===== src/sv/tqr_pkg.sv =====
// Package: shared types, codes and fixed thresholds of the temperature read qualifier.
package tqr_pkg;

  // Temperature in signed sixteenths of a degree
  typedef logic signed [11:0] temp_t;

  // Command codes on the input channel
  typedef enum logic [1:0] {
    CMD_TICK  = 2'd0,
    CMD_INIT  = 2'd1,
    CMD_CLEAR = 2'd2
  } cmd_e;

  // Readback classes
  typedef enum logic [2:0] {
    CLS_NONE  = 3'd0,
    CLS_VALID = 3'd1,
    CLS_BOOT  = 3'd2,
    CLS_DISC  = 3'd3,
    CLS_RANGE = 3'd4
  } class_e;

  // Configuration register indexes
  typedef enum logic [1:0] {
    REG_BOOT_IGNORE   = 2'd0,
    REG_READ_INTERVAL = 2'd1,
    REG_CONV_WAIT     = 2'd2
  } reg_e;

  // Thresholds in sixteenths of a degree
  localparam temp_t DiscLimit = -12'sd2016; // -126.0
  localparam temp_t HotLow    = 12'sd1359;  // 85.0 less one step
  localparam temp_t HotHigh   = 12'sd1361;  // 85.0 plus one step
  localparam temp_t LowLimit  = -12'sd640;  // -40.0
  localparam temp_t HighLimit = 12'sd2000;  // 125.0
  localparam temp_t ResetTemp = 12'sd400;   // 25.0

  // Register reset values in ticks
  localparam logic [15:0] BootIgnoreReset   = 16'd1000;
  localparam logic [15:0] ReadIntervalReset = 16'd1000;
  localparam logic [15:0] ConvWaitReset     = 16'd800;

  typedef struct packed {
    logic [1:0] command;
    temp_t      sensor_reading;
    logic       sensor_found;
  } in_item_t;

  typedef struct packed {
    temp_t       temperature;
    logic        ready_flag;
    logic        disconnected_flag;
    logic        reconnected_flag;
    logic        boot_window_active;
    logic        request_conversion;
    logic [2:0]  read_class;
    logic [31:0] disconnect_total;
    logic [31:0] reads_total;
    logic [31:0] reads_valid;
  } out_item_t;

  typedef struct packed {
    logic [1:0]  index;
    logic [15:0] data;
  } cfg_item_t;

endpackage


===== src/sv/tqr_classify.sv =====
// Module: sorts one readback value into its class.
module tqr_classify (
  input  tqr_pkg::temp_t  reading_i,
  input  logic            boot_active_i,
  output tqr_pkg::class_e class_o
);
  import tqr_pkg::*;

  // Disconnect wins, then the boot sentinel, then the range check
  always_comb begin
    if (reading_i <= DiscLimit) begin
      class_o = CLS_DISC;
    end else if (boot_active_i && reading_i >= HotLow && reading_i <= HotHigh) begin
      class_o = CLS_BOOT;
    end else if (reading_i < LowLimit || reading_i > HighLimit) begin
      class_o = CLS_RANGE;
    end else begin
      class_o = CLS_VALID;
    end
  end

endmodule


===== config.mk =====
export PLATFORM = sky130hd
export DESIGN_NAME = tqr_classify
export DESIGN_NICKNAME = d
export VERILOG_FILES = /design/src/sv/tqr_pkg.sv /design/src/sv/tqr_classify.sv
export SDC_FILE = /design/constraint.sdc
export NUM_CORES = 1
export LEC_CHECK = 0
export ABC_AREA = 1
export ABC_CLOCK_PERIOD_IN_PS = 800
export BUFFER_PORTS_ARGS = -buffer_cell sky130_fd_sc_hd__buf_2
export CORE_AREA = 2 2 39 41
export DETAILED_ROUTE_END_ITERATION = 6
export DIE_AREA = 0 0 41 43
export GPL_ROUTABILITY_DRIVEN = 0
export PLACE_DENSITY = 0.52
export SKIP_LAST_GASP = 1
export SLEW_MARGIN = 40
export SYNTH_ARGS = -nofsm -noshare
export SYNTH_HDL_FRONTEND = slang
export SYNTH_SLANG_ARGS = --single-unit

===== constraint.sdc =====
create_clock -name vclk -period 0.8
set_input_delay 0.08 -clock vclk [all_inputs]
set_output_delay 0.08 -clock vclk [all_outputs]
set_load 0.05 [all_outputs]

* Word level (Yosys, flattened, before mapping) *
Index checks and enable logic that the tools add are counted.
Widths: inputs -> output; s select.

storage, ports and cells
  output and inout bits = 3
  logic and storage cells = 11
  register bits after elaboration = 0
  input port bits = 13

operators by class
  muxes and demuxes = 3
  order comparisons = 5
  reductions and logical operators = 3

operator list
  cell                  count
  $le 12x12->1 const B  2
  $ge 12x12->1 const B  1
  $gt 12x12->1 const B  1
  $lt 12x11->1 const B  1
  $mux 3                3
  $logic_and 1x1->1     2
  $logic_or 1x1->1      1

* Depth between registers and ports, before layout *
Gate-level depths: netlist of run 1.

  depth after elaboration = 5
  mapped depth = 10
  gate-level depth less buffers = 10

* Worst setup path after synthesis of run 1 *
OpenSTA, ideal clock, no wires.

  path kind = input -> output
  start = in reading_i[3]
  end = out class_o[0]
  data arrival time = 0.906 ns
  cell stages on the path = 9
  path buffers = 0
  path slack = -0.186 ns
  cell sequence = inv_1 nand2_1 nor2_1 nand2_1 nor2_1 nor2_1 nor2_1 nand2_1 nand2_1

on the way
  word-level cells in the longest chain between the ends = 5

RTL lines
  what                                                          RTL line                                text
  start, declared                                               tqr_classify.sv:3                       input tqr_pkg::temp_t reading_i,
  $lt 12x11->1, or another cell as far along                    tqr_classify.sv:15                      end else if (reading_i < LowLimit || reading_i > HighLimit) begin
  $logic_or 1x1->1 / $logic_and 1x1->1 (equally long branches)  tqr_classify.sv:15, tqr_classify.sv:13
  $mux 3 / $logic_and 1x1->1 (equally long branches)            tqr_classify.sv:15, tqr_classify.sv:13
  $mux 3                                                        tqr_classify.sv:13                      end else if (boot_active_i && reading_i >= HotLow && reading_i <= HotHigh) begin
  $mux 3 (*)                                                    tqr_classify.sv:11                      if (reading_i <= DiscLimit) begin
  end, declared                                                 tqr_classify.sv:5                       output tqr_pkg::class_e class_o

Mark *: on every way between the ends. The rest lies on a longest branch, timed or not.

* Worst setup path after layout of run 1 *
  start = in reading_i[5]
  end = out class_o[0]

Same word-level chain as after synthesis.

==> results of run 1 <==
-- through the flow --
| stage | std cells | instance area (um2) | setup TNS (ps) | utilization |
|---|---|---|---|---|
| 3_3_place_gp | 91 | 394 | -1300 | 0.285 |
| 5_1_grt | 92 | 504 | -942 | 0.364 |
| 3_5_place_dp | 91 | 394 | -1270 | 0.285 |
| 4_1_cts | 92 | 474 | -730 | 0.343 |
| 2_1_floorplan | 55 | 264 | -239 | - |
| 6_report | 92 | 504 | -701 | 0.364 |
-- cell type report --
cell class	instances	area, um2
Timing Repair Buffer	21	181
Inverter	10	55.1
Multi-Input combinational cell	45	248
Fill cell	166	880
Tap cell	16	20.0
-- power breakdown --
group	switching [mW]	internal, mW
sequential	0	0
clock	0	0
combinational	0.131	0.115
total	0.131	0.115
-- synthesized netlist by cell type (all sizes together) --
library cell and instances:
nand2 24, a21boi 1, inv 10, nor4 1, a21oi 2, nand4 2, o21ai 3, nand3 1
nor2 11
-- cells by family after synthesis --
group / Yosys count
buffers and inverters: 10
AOI/OAI and AO/OA: 6
and+or+nand+nor: 39
-- repair_timing --
item,4_1_cts,5_1_grt
resized for setup,20,9
setup buffers,1,0
setup endpoints to repair,3,3
pin swaps,15,8
-- critical path, stage by stage --
cell	delay [ps]
buf_6	90
inv_2	60
nand2_2	70
buf_4	140
nor2_2	110
nor2_2	60
nor2_1	100
nand2_2	60
nand2_2	60
buf_8	140
-- placed cells by master, fill, tap and decap left out --
master    instances
buf_12            1
inv_2             4
nor2_1            8
nand2_4           1
inv_1             4
o21ai_1           1
inv_6             1
buf_4             5
inv_12            1
a21boi_0          1
nor4_2            1
nand3_2           1
nand2_1          16
buf_2             9
buf_8             3
a21oi_1           1
buf_6             3
nand2_2           7
nand4_1           2
nor2_4            1
a21oi_2           1
o21ai_2           2
nor2_2            2
-- metal layers --
| layer | routed length (um) | vias up | global-route usage | part of all wire |
|---|---|---|---|---|
| met1 | 320 | 165 | 0.123 | 0.44 |
| met5 | 0 | - | 0 | 0 |
| met3 | 44 | 0 | 0 | 0.061 |
| li1 | - | 211 | - | - |
| met2 | 356 | 11 | 0.156 | 0.49 |
| met4 | 0 | 0 | 0 | 0 |
-- worst max path at each step --
| stage | slack (ps) | endpoint | start |
|---|---|---|---|
| 2_1_floorplan | -80 | class_o[2] | reading_i[2] |
| 3_3_place_gp | -450 | class_o[2] | reading_i[2] |
| 3_5_place_dp | -430 | class_o[2] | reading_i[2] |
| 4_1_cts | -280 | class_o[0] | reading_i[2] |
| 5_1_grt | -330 | class_o[2] | reading_i[2] |
| 6_report | -260 | class_o[0] | reading_i[5] |
==> impl_results.md, run 1 <==
- Status: finished, violations left
- Failing checks: setup timing
- MaxCap Viol Count: 0
- N_diodes: 0
- Total congestion overflow: 0
- Final Cycle Share: 1.33
- Adder-cell share of the synthesized area: 0
- Synth area leaders: nand2_1 (37%), nor2_1 (16%), inv_1 (9.6%)
- Die W: 41 um
- Hold path endpoint: class_o[0]
- Via count: 387
- Post-Syn Area: 234 um2
- Die H: 43 um
- DR vias/cell: 4.21
- Pin count of the biggest net entering global routing: 5
- CLK BUF: 0
- Dpl hpwl: 591 um
- Highest clock rate: 0.941 GHz
- Syn Area/Cell: 4.25 um2
- Minimum clock period: 1060 ps
- Core region area: 0.00138 mm2
- Synth warnings: 0
- Slew headroom: 0.827
- CP Max Fanout: 2
- Crit Path Category: in2out
- Routed len/inst: 7.84 um
- Fin Hold WS: 599 ps
- Max IR drop VDD: 0.184 mV
- Reg area: 0 um2
- Port buffer count: 16
- Register area share after synthesis: 0
- Final setup vio count: 3
- Worst Setup End Kind: output pin
- Synthesis-to-layout area growth: 116%
- WP data arrival: 980 ps
- Initial core utilization: 0.169
- I/O pin cnt: 16
- Initial antenna violation count: 0
- Crit path required time: 720 ps
- Synthesized instance count: 55
- Worst Hold Launch: reading_i[7]
- Core Rows: 14
- Vias in the first global route: 321
- Syn Nets: 68
- Complex-gate fraction of the synthesized area: 0.155
- Final Power: 0.246 mW
- Remaining routing DRC violations: 0
- Worst setup SP type: input pin
- Seq_cells: 0
- All-Layer GR Usage: 0.0889
- Setup WS pre-CTS: -434 ps
- Layout cell share with drive strength beyond 1: 0.566
- Final wirelength: 721 um
- Largest family of logic cells by synthesized area: simple AND/OR/NAND/NOR gates
- Power per Cell Area: 489 mW/mm2
- Hold path depth: 5
- Worst slew pin tran: 257 ps
- Multiplexer area fraction after synthesis: 0
- Cell taking the most area after synthesis: nand2_1
- Top-area cell type share of the netlist area: 0.369
- RSZ-0062 raised after global routing: yes
- Layout Nets: 91
- Post-synthesis simple-gate area fraction: 0.684
- Drt first pass iters: 2
- Final Max Slew Viols: 0
- Hold_buf cts: 0
- Final antenna-violating net count: 0
- Die Area: 0.00176 mm2
- DRT iter0 DRCs: 2
- Post-Synth XOR/XNOR Area: 0
- First-pass GRT wire length: 1.19 mm
- Static Leak: 0.261 nW
- Worst setup margin: -263 ps
- Yosys cell types: 13
- Final hold vios: 0
- Min-delay worst type: in2out
Note: power is estimated with default switching activity, not from simulation.
==> run 2: changes to the inputs <==
--- a/config.mk
+++ b/config.mk
@@ -13,6 +13,7 @@
 export DIE_AREA = 0 0 41 43
 export GPL_ROUTABILITY_DRIVEN = 0
 export PLACE_DENSITY = 0.52
+export REMOVE_ABC_BUFFERS = 1
 export SKIP_LAST_GASP = 1
 export SLEW_MARGIN = 40
 export SYNTH_ARGS = -nofsm -noshare
==> constraint.sdc (replaced) <==
create_clock -name vclk -period 0.8
set_input_delay 0.08 -clock vclk [all_inputs]
set_output_delay 0.08 -clock vclk [all_outputs]
set_load 0.02 [all_outputs]
==> run 2 against run 1 <==
  * The flow still finishes with violations (setup timing)
  * Critical path depth unchanged
  * Combinational power fell by 24%
  * Non-clock buffer count decreased by 1
  * Total power fell by 24%
  * Cell count is 1.1% lower
  * Flip-flop and latch count unchanged
  * Largest cell class unchanged
  * Highest routed layer unchanged
==> impl_results.md, run 2 (same netlist as run 1, synthesis figures left out) <==
- Failing checks: setup timing
- Final setup vio count: 3 (unchanged)
- Comb pwr share: 1.000 (about the same)
- Worst setup SP type: input pin
- Drt first pass iters: 4 (+2)
- Max IR drop VDD: 0.146 mV (-21%)
- Core Rows: 14 (unchanged)
- Layout Nets: 90 (-1.1%)
- Slew headroom: 0.835 (+0.00785)
- Dpl hpwl: 583 um (-1.4%)
- Final Max Slew Viols: 0 (unchanged)
- CP Max Fanout: 3 (+1)
- Final instance area: 424 um2 (-16%)
- First-pass GRT wire length: 1.01 mm (-15%)
- Worst setup margin: -240 ps (+22.6 ps)
- Static Leak: 0.237 nW (-9.0%)
- Seq_cells: 0 (unchanged)
- Initial antenna violation count: 0 (unchanged)
- Final hold vios: 0 (unchanged)
- Most frequent cells in the layout: nand2_1 (21), nor2_1 (9), buf_2 (9)
- Reg area: 0 um2 (unchanged)
- WP depth: 10 (unchanged)
- All-Layer GR Usage: 0.0739 (-0.0150)
- Minimum clock period: 1040 ps (-22.6 ps)
- Placed inst area: 364 um2 (-7.6%)
- Min-delay worst type: in2out
- MaxCap Viol Count: 0 (unchanged)
- Routed len/inst: 7.47 um (-4.7%)
- Synthesis-to-layout area growth: 81.3%
- CP max stage delay: 140 ps (about the same)
- Final antenna-violating net count: 0 (unchanged)
- Highest clock rate: 0.962 GHz (+2.2%)
- Clock share of power: 0 (unchanged)
- Worst slew pin tran: 246 ps (-11.9 ps)
- Net Switching: 0.0953 mW (-27%)
- Int Pwr: 0.0926 mW (-20%)
- FILL cells: 156 (-6.0%)
- Via count: 382 (-1.3%)
- Pin count of the biggest net entering global routing: 6 (+1)
- Port buffer count: 16 (unchanged)
- Final wirelength: 680 um (-5.7%)
- Sequential fraction of design power: 0 (unchanged)
- CLK BUF: 0 (unchanged)
- Die W: 41 um (unchanged)
- I/O pin cnt: 16 (unchanged)
- Commonest non-fill, non-tap cell in the layout: nand2_1
- DRT iter0 DRCs: 8 (+6)
- Die H: 43 um (unchanged)
- Worst Setup End Kind: output pin
- Hold_buf cts: 0 (unchanged)
- CP bufs+invs: 4 (unchanged)
- DR vias/cell: 4.20 (-0.21%)
- Power per Cell Area: 443 mW/mm2 (-9.4%)
- Vias in the first global route: 274 (-15%)
- Core region area: 0.00138 mm2 (unchanged)
- N_diodes: 0 (unchanged)
- Sw Ratio: 0.507 (-0.0251)
- Critical path, cell by cell: buf_6, inv_2, nand2_2, nor2_2, nand2_1, o21ai_1, nand3_1, o21ai_1, inv_1, buf_6
- Setup WS pre-CTS: -318 ps (+116 ps)
- Total congestion overflow: 0 (unchanged)
- Final Cycle Share: 1.30 (-0.0283)
- Hold path depth: 5 (unchanged)
- Layout cell share with drive strength beyond 1: 0.440 (-0.126)
- Post-CTS setup buffers: 0 (-1)
- Crit path required time: 720 ps (about the same)
- Initial core utilization: 0.169 (unchanged)
- Crit Path Category: in2out
- Die Area: 0.00176 mm2 (unchanged)
- Remaining routing DRC violations: 0 (unchanged)
- WP data arrival: 960 ps (-20 ps)
- RSZ-0062 raised after global routing: yes
- Delay-heaviest family, CP: simple AND/OR/NAND/NOR gates
- Status: finished, violations left
- CP max-delay cell: nand3_1
==> run 2: worst paths after layout <==
check	from	endpoint
min	reading_i[7]	class_o[1]
max	reading_i[2]	class_o[2]
==> run 2: power groups by stage <==
stage | sequential (mW) | combinational (mW) | clock (mW)
CTS | 0 | 0.170 | 0
floorplan | 0 | 0.0758 | 0
global route | 0 | 0.208 | 0
finish | 0 | 0.188 | 0
global placement | 0 | 0.151 | 0
detailed placement | 0 | 0.153 | 0
==> run 2: timing repair <==
action | in CTS | in global routing
gates resized for setup | 8 | 10
pin swaps | 5 | 11
setup endpoints to repair | 3 | 3
==> run 2: final cells by class <==
cell class	instances	area [um2]	share of cell area
tap	16	20.0	0.0472
inverter	10	37.5	0.0885
multi-input combinational	45	213	0.501
timing repair buffer	20	154	0.363
==> run 2: metal layers <==
layer | vias up | GRT usage | routed length [um]
met5 | - | 0 | 0
met4 | 0 | 0 | 0
met3 | 0 | 0 | 59
met2 | 16 | 0.119 | 292
met1 | 157 | 0.114 | 328
li1 | 209 | - | -
==> run 2: stage by stage <==
stage,TNS (ps),power [mW],hold WS [ps],util,std cells
floorplan,-1.04,0.0758,417,-,55
finish,-633,0.188,607,0.307,91
global placement,-817,0.151,656,0.263,91
global route,-864,0.208,639,0.307,91
detailed placement,-875,0.153,651,0.263,91
CTS,-817,0.170,658,0.282,91
